**src/hw/rtl/npf_pkg.sv**
```systemverilog
`timescale 1ns / 1ps
`default_nettype none
// ----------------------------------------------------------------------------
// Next prime finder package
// Transfer types, sequencer states and fixed constants shared by the
// next prime finder and its remainder unit.
// ----------------------------------------------------------------------------
package npf_pkg;

    // Width of the value fields on both channels.
    localparam int VALUE_BITS = 32;

    // Item modes.
    localparam logic FUNC_TEST = 1'b0;
    localparam logic FUNC_NEXT = 1'b1;

    // 6k+-1 trial division constants.
    localparam int DIV_SMALL = 3;   // divisor used for the multiple-of-three check
    localparam int DIV_FIRST = 5;   // first trial divisor
    localparam int DIV_PAIR  = 2;   // offset of the second divisor of a pair
    localparam int DIV_STEP  = 6;   // spacing of the divisor pairs
    localparam int SQ_FIRST  = 25;  // square of the first trial divisor
    localparam int SQ_BIAS   = 36;  // (d+6)^2 - d^2 = 12*d + 36

    // One input item.
    typedef struct packed {
        logic                  func;
        logic [VALUE_BITS-1:0] value;
    } t_in;

    // One result item.
    typedef struct packed {
        logic                  prime_flag;
        logic [VALUE_BITS-1:0] prime_value;
        logic                  overflow;
    } t_out;

    // Status returned by the remainder unit.
    typedef struct packed {
        logic done;
        logic zero;
    } t_rem_status;

    // Sequencer states, one-hot.
    typedef enum logic [7:0] {
        ST_IDLE = 8'b0000_0001,
        ST_TEST = 8'b0000_0010,
        ST_MOD3 = 8'b0000_0100,
        ST_SQ   = 8'b0000_1000,
        ST_DIVA = 8'b0001_0000,
        ST_DIVB = 8'b0010_0000,
        ST_NEXT = 8'b0100_0000,
        ST_DONE = 8'b1000_0000
    } t_state;

endpackage
`default_nettype wire

```
**src/hw/rtl/npf_rem.sv**
```systemverilog
`timescale 1ns / 1ps
`default_nettype none
// ----------------------------------------------------------------------------
// Next prime finder remainder unit
// Restoring remainder, one dividend bit per cycle. A start pulse loads the
// operands; after the last step a done pulse comes with the zero-remainder flag.
// ----------------------------------------------------------------------------
module npf_rem #(
    parameter int W = 32
) (
    input  logic                 i_clk,
    input  logic                 i_rst_n,
    input  logic                 i_start,
    input  logic [W-1:0]         i_dividend,
    input  logic [W-1:0]         i_divisor,
    output npf_pkg::t_rem_status o_status
);
    import npf_pkg::*;

    localparam int CW = $clog2(W + 1);

    logic          r_busy;
    logic          r_done;
    logic [CW-1:0] r_cnt;
    logic [W-1:0]  r_rem;
    logic [W-1:0]  r_dvd;
    logic [W-1:0]  r_dvs;

    logic [W:0]    trial;
    logic [W-1:0]  n_rem;

    // Shift in the next dividend bit and subtract the divisor if it fits.
    always_comb begin
        trial = {r_rem, r_dvd[W-1]};
        if (trial >= {1'b0, r_dvs}) begin
            n_rem = W'(trial - {1'b0, r_dvs});
        end else begin
            n_rem = trial[W-1:0];
        end
    end

    // Step counter and handshake flags.
    always_ff @(posedge i_clk) begin
        if (!i_rst_n) begin
            r_busy <= 1'b0;
            r_done <= 1'b0;
            r_cnt  <= '0;
        end else begin
            r_done <= 1'b0;
            if (i_start) begin
                r_busy <= 1'b1;
                r_cnt  <= CW'(W);
            end else if (r_busy) begin
                r_cnt <= r_cnt - CW'(1);
                if (r_cnt == CW'(1)) begin
                    r_busy <= 1'b0;
                    r_done <= 1'b1;
                end
            end
        end
    end

    // Operand and partial remainder registers.
    always_ff @(posedge i_clk) begin
        if (i_start) begin
            r_rem <= '0;
            r_dvd <= i_dividend;
            r_dvs <= i_divisor;
        end else if (r_busy) begin
            r_rem <= n_rem;
            r_dvd <= r_dvd << 1;
        end
    end

    assign o_status.done = r_done;
    assign o_status.zero = (r_rem == '0);

`ifndef ASSERT_OFF
    // A new operation is never started over one in progress.
    a_no_restart: assert property (@(posedge i_clk) disable iff (!i_rst_n)
        i_start |-> !r_busy)
        else $error("remainder unit restarted while busy");

    // The done pulse comes only after the last step.
    a_done_idle: assert property (@(posedge i_clk) disable iff (!i_rst_n)
        r_done |-> !r_busy)
        else $error("remainder done while still busy");

    // A busy unit always has steps left to count.
    a_busy_cnt: assert property (@(posedge i_clk) disable iff (!i_rst_n)
        r_busy |-> (r_cnt != '0))
        else $error("remainder unit busy with no steps left");
`endif

endmodule
`default_nettype wire

```
**src/hw/rtl/next_prime_finder_unit.sv**
```systemverilog
`timescale 1ns / 1ps
`default_nettype none
// Run time is data dependent. Each remainder runs in the shared
// bit-serial remainder unit (W = min(WORD_BITS, 32)); a test of n runs about
// one remainder for the factor 3 plus two per divisor pair up to sqrt(n),
// and mode 1 repeats that per candidate.
// Throughput: one item at a time; the input stalls until the result is in
// the output register. Reset returns the sequencer to idle and empties the output.
// ----------------------------------------------------------------------------
// Next prime finder
// Tests a value for primality by 6k+-1 trial division, or searches upward
// from 2*value+1 for the smallest prime, flagging overflow past the word.
// ----------------------------------------------------------------------------
module next_prime_finder_unit #(
    parameter int WORD_BITS = 32
) (
    input  logic           i_clk,
    input  logic           i_rst_n,
    input  logic           i_in_valid,
    output logic           o_in_stall,
    input  npf_pkg::t_in   i_in_data,
    output logic           o_out_valid,
    input  logic           i_out_stall,
    output npf_pkg::t_out  o_out_data
);
    import npf_pkg::*;

    // Working width: the word, limited by the 32-bit value field.
    localparam int W = (WORD_BITS < VALUE_BITS) ? WORD_BITS : VALUE_BITS;

    t_state       r_state, n_state;
    logic         r_func, n_func;
    logic [W-1:0] r_n, n_n;
    logic [W-1:0] r_d, n_d;
    logic [W:0]   r_sq, n_sq;
    logic         r_prime, n_prime;
    logic         r_ovf, n_ovf;
    logic         r_out_valid;
    t_out         r_out;

    logic         out_load;
    logic         div_start;
    logic [W-1:0] div_divisor;
    logic [W-1:0] in_v;
    logic [W+1:0] sq_inc;
    t_rem_status  s_div;

    assign in_v = i_in_data.value[W-1:0];

    // Growth of the divisor square when d steps by six: 12*d + 36.
    assign sq_inc = ((W+2)'(r_d) << 3) + ((W+2)'(r_d) << 2) + (W+2)'(SQ_BIAS);

    // Shared remainder unit.
    npf_rem #(
        .W (W)
    ) u_rem (
        .i_clk      (i_clk),
        .i_rst_n    (i_rst_n),
        .i_start    (div_start),
        .i_dividend (r_n),
        .i_divisor  (div_divisor),
        .o_status   (s_div)
    );

    // Sequencer.
    always_comb begin
        n_state     = r_state;
        n_func      = r_func;
        n_n         = r_n;
        n_d         = r_d;
        n_sq        = r_sq;
        n_prime     = r_prime;
        n_ovf       = r_ovf;
        out_load    = 1'b0;
        div_start   = 1'b0;
        div_divisor = r_d;
        unique case (r_state)
            ST_IDLE: begin
                if (i_in_valid) begin
                    n_func = i_in_data.func;
                    n_ovf  = 1'b0;
                    if (i_in_data.func == FUNC_NEXT) begin
                        if (in_v[W-1]) begin
                            // 2*value+1 is already past the word.
                            n_ovf   = 1'b1;
                            n_prime = 1'b0;
                            n_state = ST_DONE;
                        end else begin
                            n_n     = {in_v[W-2:0], 1'b1};
                            n_state = ST_TEST;
                        end
                    end else begin
                        n_n     = in_v;
                        n_state = ST_TEST;
                    end
                end
            end
            ST_TEST: begin
                // Small values and even numbers are settled at once.
                if (r_n <= W'(1)) begin
                    n_prime = 1'b0;
                    n_state = ST_NEXT;
                end else if (r_n <= W'(DIV_SMALL)) begin
                    n_prime = 1'b1;
                    n_state = ST_NEXT;
                end else if (!r_n[0]) begin
                    n_prime = 1'b0;
                    n_state = ST_NEXT;
                end else begin
                    div_start   = 1'b1;
                    div_divisor = W'(DIV_SMALL);
                    n_d         = W'(DIV_FIRST);
                    n_sq        = (W+1)'(SQ_FIRST);
                    n_state     = ST_MOD3;
                end
            end
            ST_MOD3: begin
                if (s_div.done) begin
                    if (s_div.zero) begin
                        n_prime = 1'b0;
                        n_state = ST_NEXT;
                    end else begin
                        n_state = ST_SQ;
                    end
                end
            end
            ST_SQ: begin
                // Stop once d*d passes n; otherwise try d.
                if (r_sq > {1'b0, r_n}) begin
                    n_prime = 1'b1;
                    n_state = ST_NEXT;
                end else begin
                    div_start   = 1'b1;
                    div_divisor = r_d;
                    n_state     = ST_DIVA;
                end
            end
            ST_DIVA: begin
                if (s_div.done) begin
                    if (s_div.zero) begin
                        n_prime = 1'b0;
                        n_state = ST_NEXT;
                    end else begin
                        div_start   = 1'b1;
                        div_divisor = r_d + W'(DIV_PAIR);
                        n_state     = ST_DIVB;
                    end
                end
            end
            ST_DIVB: begin
                if (s_div.done) begin
                    if (s_div.zero) begin
                        n_prime = 1'b0;
                        n_state = ST_NEXT;
                    end else begin
                        n_d     = r_d + W'(DIV_STEP);
                        n_sq    = r_sq + sq_inc[W:0];
                        n_state = ST_SQ;
                    end
                end
            end
            ST_NEXT: begin
                // A verdict ends a test; a search moves to the next candidate.
                if (r_func == FUNC_TEST || r_prime) begin
                    n_state = ST_DONE;
                end else if (r_n == '1) begin
                    n_ovf   = 1'b1;
                    n_state = ST_DONE;
                end else begin
                    n_n     = r_n + W'(1);
                    n_state = ST_TEST;
                end
            end
            ST_DONE: begin
                if (!r_out_valid || !i_out_stall) begin
                    out_load = 1'b1;
                    n_state  = ST_IDLE;
                end
            end
            default: begin
                n_state = ST_IDLE;
            end
        endcase
    end

    // Sequencer state and output valid.
    always_ff @(posedge i_clk) begin
        if (!i_rst_n) begin
            r_state     <= ST_IDLE;
            r_out_valid <= 1'b0;
        end else begin
            r_state <= n_state;
            if (out_load) begin
                r_out_valid <= 1'b1;
            end else if (!i_out_stall) begin
                r_out_valid <= 1'b0;
            end
        end
    end

    // Working registers and the result register.
    always_ff @(posedge i_clk) begin
        r_func  <= n_func;
        r_n     <= n_n;
        r_d     <= n_d;
        r_sq    <= n_sq;
        r_prime <= n_prime;
        r_ovf   <= n_ovf;
        if (out_load) begin
            r_out.prime_flag  <= r_prime;
            r_out.prime_value <= r_ovf ? '0 : VALUE_BITS'(r_n);
            r_out.overflow    <= r_ovf;
        end
    end

    assign o_in_stall  = (r_state != ST_IDLE);
    assign o_out_valid = r_out_valid;
    assign o_out_data  = r_out;

`ifndef ASSERT_OFF
    // An accepted item always moves the sequencer out of idle.
    a_accept_leaves_idle: assert property (@(posedge i_clk) disable iff (!i_rst_n)
        (r_state == ST_IDLE && i_in_valid) |=> (r_state != ST_IDLE))
        else $error("accepted transfer left the sequencer idle");

    // The remainder unit only finishes while the sequencer waits for it.
    a_div_done_waited: assert property (@(posedge i_clk) disable iff (!i_rst_n)
        s_div.done |-> (r_state == ST_MOD3 || r_state == ST_DIVA || r_state == ST_DIVB))
        else $error("remainder finished outside a wait state");

    // An overflow result never reports a prime.
    a_ovf_result: assert property (@(posedge i_clk) disable iff (!i_rst_n)
        (o_out_valid && o_out_data.overflow) |->
            (!o_out_data.prime_flag && o_out_data.prime_value == '0))
        else $error("overflow result carries a prime");
`endif

endmodule
`default_nettype wire

```
**config.mk**
```make
export PLATFORM = sky130hd
export DESIGN_NAME = next_prime_finder_unit
export DESIGN_NICKNAME = d
export VERILOG_FILES = /design/src/hw/rtl/npf_pkg.sv /design/src/hw/rtl/npf_rem.sv /design/src/hw/rtl/next_prime_finder_unit.sv
export SDC_FILE = /design/constraint.sdc
export NUM_CORES = 1
export LEC_CHECK = 0
export BUFFER_PORTS_ARGS = -buffer_cell sky130_fd_sc_hd__buf_2
export CORE_MARGIN = 2
export CORE_UTILIZATION = 57
export DETAILED_ROUTE_END_ITERATION = 12
export PLACE_DENSITY = 0.77
export SETUP_SLACK_MARGIN = 0.3
export SYNTH_ARGS = -nofsm -noshare
export SYNTH_HDL_FRONTEND = slang
export SYNTH_HIERARCHICAL = 1
export SYNTH_SLANG_ARGS = --single-unit
```
**constraint.sdc**
```tcl
create_clock -name i_clk -period 4.3 [get_ports i_clk]
set_input_delay 0.86 -clock i_clk [delete_from_list [all_inputs] [get_ports i_clk]]
set_output_delay 0.86 -clock i_clk [all_outputs]
set_load 0.02 [all_outputs]
```
======== Word-level counts from Yosys, hierarchy flattened ========
Index checks and enable logic that the tools add are counted.
operators by class
  reductions and logical operators ........ 19
  order comparisons ....................... 4
  equal/unequal tests ..................... 31
  bitwise logic cells ..................... 3
  mux-type cells .......................... 75
  add/subtract/negate cells ............... 8
operators with widths
  kind                   number
  $mux 32                18
  $pmux 32 s2            3
  $mux 33                5
  $add 33x33->33         2
  $pmux 33 s2            1
  $mux 8                 8
  $pmux 8 s7             1
  $mux 7                 6
  $add 33x6->33 const B  1
  $ge 33x32->1           1
  $gt 33x32->1           1
  $add 32x1->32 const B  1
  $add 32x2->32 const B  1
  $add 32x3->32 const B  1
  $eq 32x32->1 const B   1
  $le 32x1->1 const B    1
  $le 32x2->1 const B    1
  $logic_not 32->1       1
  $sub 32x32->32         1
  $mux 1                 28
  $ne 2x2->1 const B     12
  $mux 6                 2
  $ne 2x1->1 const B     6
  $eq 8x1->1 const B     1
  27 further kinds       36
storage, ports and cells
  logic and storage cells ................. 158
  input bits .............................. 37
  flip-flop bits (word level) ............. 247

======== Longest topological paths before layout ========
  depth in word-level cells ............... 6
  gate-level depth with buffers ........... 15
  depth with buffers taken out ............ 15

======== Cells and area by module ========
Netlist, hierarchy kept.
modules (own cells, without submodules)
  module                  area each (µm²)  cells an instance  seq. area each (µm²)  times used
  next_prime_finder_unit  11,320.9         1,229              4,083.9               1
  npf_rem                 6,441.2          662                2,722.6               1

======== Least setup slack after synthesis ========
Ideal clock, no wire load.
  path type ............................... reg2reg
  start ................................... register r_n[12]
  end ..................................... register u_rem.r_dvd[12] (data pin)
  library setup time ...................... 260 ps
  slack ................................... 151 ps
  clock period less this slack ............ 4,149 ps
  arrival ................................. 3,889 ps
  stages on the path, launching flop included .. 15
  path through ............................ edfxtp_1 -> clkbuf_1 -> inv_1 -> ha_1 -> nand2_1 -> nor3_1 -> a221o_1 -> a221oi_1 -> o21ai_0 -> o211ai_1 -> nand2_1 -> nand2_1 -> clkbuf_1 -> buf_1 -> mux2_2
between the ends
  longest elaborated chain between the ends .. 5
  elaborated cells between the ends (all ways) .. 8
RTL lines
  item                    line                           RTL
  start, declared         next_prime_finder_unit.sv:33   logic [W-1:0] r_n, n_n;
  start signal, assigned  next_prime_finder_unit.sv:204  r_n <= n_n;
  $le 32x2->1             next_prime_finder_unit.sv:103  end else if (r_n <= W'(DIV_SMALL)) begin
  $mux 1                  next_prime_finder_unit.sv:103
  $mux 1                  next_prime_finder_unit.sv:100  if (r_n <= W'(1)) begin
  $pmux 1 s3 *            next_prime_finder_unit.sv:77   unique case (r_state)
  net div_start           next_prime_finder_unit.sv:42   logic div_start;
  $mux 32 *               npf_rem.sv:65                  if (i_start) begin
  end signal, assigned    npf_rem.sv:67                  r_dvd <= i_dividend;
  end signal, assigned    npf_rem.sv:71                  r_dvd <= r_dvd << 1;
  end, declared           npf_rem.sv:26                  logic [W-1:0] r_dvd;
The timed path passes the listed nets; every way through them passes the cells marked *.
A chain may end at the register's enable or synchronous reset.

======== Worst setup path after layout ========
  start ................................... register r_d[1]
  end ..................................... register r_sq[25] (data pin)
between the ends
  longest elaborated chain between the ends .. 6
RTL lines
  item                    line                           RTL
  start, declared         next_prime_finder_unit.sv:34   logic [W-1:0] r_d, n_d;
  start signal, assigned  next_prime_finder_unit.sv:205  r_d <= n_d;
  $add 33x33->33          next_prime_finder_unit.sv:51   assign sq_inc = ((W+2)'(r_d) << 3) + ((W+2)'(r_d) << 2) + (W+2)'(SQ_BIAS);
  $add 33x6->33           next_prime_finder_unit.sv:51
  $add 33x33->33          next_prime_finder_unit.sv:157  n_sq = r_sq + sq_inc[W:0];
  $mux 33                 next_prime_finder_unit.sv:152  if (s_div.zero) begin
  $mux 33                 next_prime_finder_unit.sv:151  if (s_div.done) begin
  $pmux 33 s2             next_prime_finder_unit.sv:77
  end signal, assigned    next_prime_finder_unit.sv:206  r_sq <= n_sq;
  end, declared           next_prime_finder_unit.sv:35   logic [W:0] r_sq, n_sq;
Every way passes these cells. The select of a mux whose other input is x is not followed.

==> flow_summary.ini <==
[sta]
max_slew_margin = 0.188
rsz0062_at_grt = yes
tightest_slew_ps = 1220
hold_viol_final = 0
setup_viol = 0
fin_hold_ws_ps = 468
fmax_ghz = 0.258
slew_viol_final = 0
post-route-period-util = 0.901
fin_skew_ps = 10.6
finalCriticalPeriod_ps = 3880
tns_ps = 0

[logic_synthesis]
synthFlopType = edfxtp_1
synth_enable_flop_cells = 194
ys_types = 93
netlist.area_leader.share = 0.328
synth_top_area_cell = edfxtp_1
async_flop_share = 0
synth.most_common_cell = nor2_1
synthCells = 1891
synth.area.top_cells = edfxtp_1 33%, ha_1 11%, dfxtp_1 5.5%, nor2_1 4.4%, xnor2_1 3.9%
yosys-top-cells-count = 209 x nor2_1, 194 x edfxtp_1, 175 x inv_1
synthesis.nets = 2112
syn_area_per_cell_um2 = 9.39
ys_seq_elements = 243
syn_area_um2 = 17800
synth-warning-count = 6
synth-seq-area-share = 0.383

[global_routing]
grt_util_met3 = 0.0338
met1_usage = 0.377
grt.total_usage = 0.271
grt-ovfl-total = 0
antenna_found_initial = 0
grt_max_degree = 61
first_global_vias = 13900
busiest_layer = met2
grtUsageMet2 = 0.435
grt_pass1_wl_mm = 72.5

[route]
wl_mm = 44.6
drt_iter0_drc = 1477
firstDrtPassIters = 6
drc = 0
vias = 14400
via_per_inst = 6.12
ant_nets = 0
wl_per_cell_um = 19.0

[setup_path]
required_ps = 4570
cp-end-kind = flop
path_max_fanout = 5
arrival_ps = 4140
cp-start-kind = flop
reg2reg_slack_ps = 420
worstSetupStartpoint = r_d[1]$_SDFFCE_PN0P_
worstReg2RegStart = r_d[1]$_SDFFCE_PN0P_
crit_type = reg -> reg

[job]
cap_viol_max_count = 0

[pwr]
cellLeakagePower_nw = 7.89
p_sw_frac = 0.377
ir_worst_vdd_mv = 0.341
seqPwrFrac = 0.352
switchingPower_mw = 3.41
combPwrFrac = 0.383
cellPowerDensity_nw_per_um2 = 467
intPower_mw = 5.64
p_clk_frac = 0.265

[finish]
drive_gt1_frac = 0.118
areaGrowthSynthToFinish_pct = 9.08
nFillCells = 2500
antenna_cells = 0
nets = 2154

[die]
start_util = 0.579
io_pins = 73
fp.dieArea_um2 = 32600
num_rows = 64
die_w_um = 181
coreArea_um2 = 30700
die_y_um = 181

[clocking]
cts_buffers = 27
worstSkewPairLatency_ps = 550
clkSlewWorstSetupHoldPaths_ps = 60
root_buffer = clkbuf_16
clk_path_buf_depth = 3
cts_tree = built
h-tree-depth = 1
clkSinkCount = 243
hold_buffers = 0

[placement]
dpl.hpwl_mm = 33.4
gp_congestion = 0.939
port_buffers = 72

[worst_hold_path]
holdCritPathClass = reg -> reg
min_from = r_prime$_SDFFCE_PN0P_

[run_status]
run_status = complete, no violations
-- cells in the final DEF (no fill, tap or decap), types with 34 or more instances in the layout --
cell      count
a21o_1       37
a21oi_1     133
buf_2        72
dfxtp_1      49
edfxtp_1    194
ha_1        154
inv_1       175
mux2_2       34
nand2_1     125
nand3_1      66
nand4_1      41
nor2_1      208
o21ai_0      97
xnor2_1      79
xor2_1       34
-- layer usage --
metal | share of wire | wire length, um | vias to the layer above
met1 | 0.44 | 19500 | 6808
met3 | 0.068 | 3030 | 109
met5 | 0 | 0 | -
met4 | 0.042 | 1870 | 0
li1 | - | - | 6871
met2 | 0.45 | 20200 | 594
-- final timing paths --
kind	end	cells past startpoint
max	r_sq[25]$_SDFFCE_PN0P_	13
min	o_out_data[33]$_DFFE_PP_	0
max reg2reg	r_sq[25]$_SDFFCE_PN0P_	13
min reg2reg	o_out_data[33]$_DFFE_PP_	0
-- power groups by stage --
stage	clock network (mW)	logic, mW	registers (mW)
2_1_floorplan	0	2.68	3.10
3_3_place_gp	0	3.30	3.21
3_5_place_dp	0	3.36	3.21
4_1_cts	2.42	3.39	3.17
5_1_grt	2.51	3.81	3.21
6_report	2.40	3.46	3.18
-- final cells by class --
| type | count | area (um^2) | share of cell area |
|---|---|---|---|
| well taps | 396 | 495 | 0.0256 |
| multi-input cells | 1393 | 9960 | 0.514 |
| flip-flops and latches | 243 | 6810 | 0.351 |
| clock inverters | 15 | 181 | 0.00936 |
| repair buffers | 93 | 547 | 0.0282 |
| inverters | 175 | 657 | 0.0339 |
| clock buffers | 35 | 726 | 0.0375 |
-- per-stage QoR --
step	power, mW	setup WS [ps]	cell area [um^2]	util	instances
6_report	9.05	424	19400	0.632	2350
5_1_grt	9.53	157	19400	0.632	2350
4_1_cts	8.98	425	19300	0.630	2347
3_5_place_dp	6.57	484	18400	0.601	2297
3_3_place_gp	6.51	528	18400	0.601	2297
2_1_floorplan	5.78	449	17800	-	1891
-- repair_timing --
action	CTS	global route
resized for setup	0	5
setup buffers	0	3
setup endpoints to repair	0	68
-- sequential cells by signal, indices dropped and copies added, names as in the netlist --
name,cells
r_ovf,1
r_n,32
u_rem/r_rem,32
r_prime,1
r_sq,30
u_rem/r_busy,1
o_out_valid,1
r_func,1
o_out_data,34
r_d,31
u_rem/r_done,1
u_rem/r_dvs,32
u_rem/r_dvd,32
r_state,8
u_rem/r_cnt,6
-- worst max-delay path: stages, from the launching register on --
cell	delay [ps]
edfxtp_1	420
inv_1	120
fa_1	430
inv_1	80
fa_1	440
ha_1	320
a211oi_1	420
o31ai_1	180
a31oi_1	290
nand2_1	150
a31oi_1	370
a21oi_1	140
xnor2_1	170
nor2_1	60
-- logic make-up (layout without fill, tap and decap cells) --
kind of cell | count (synthesis) | count (layout) | share of synthesized area
simple gates | 603 | 603 | 0.170
compound gates | 430 | 430 | 0.152
buf+inv | 255 | 318 | 0.0585
flops | 243 | 243 | 0.383
fa+ha+maj | 184 | 184 | 0.142
xor+xnor | 113 | 113 | 0.0557
mux | 62 | 62 | 0.0373
other cells | 1 | 1 | 0.000211
Note: power is estimated with default switching activity, not from simulation.
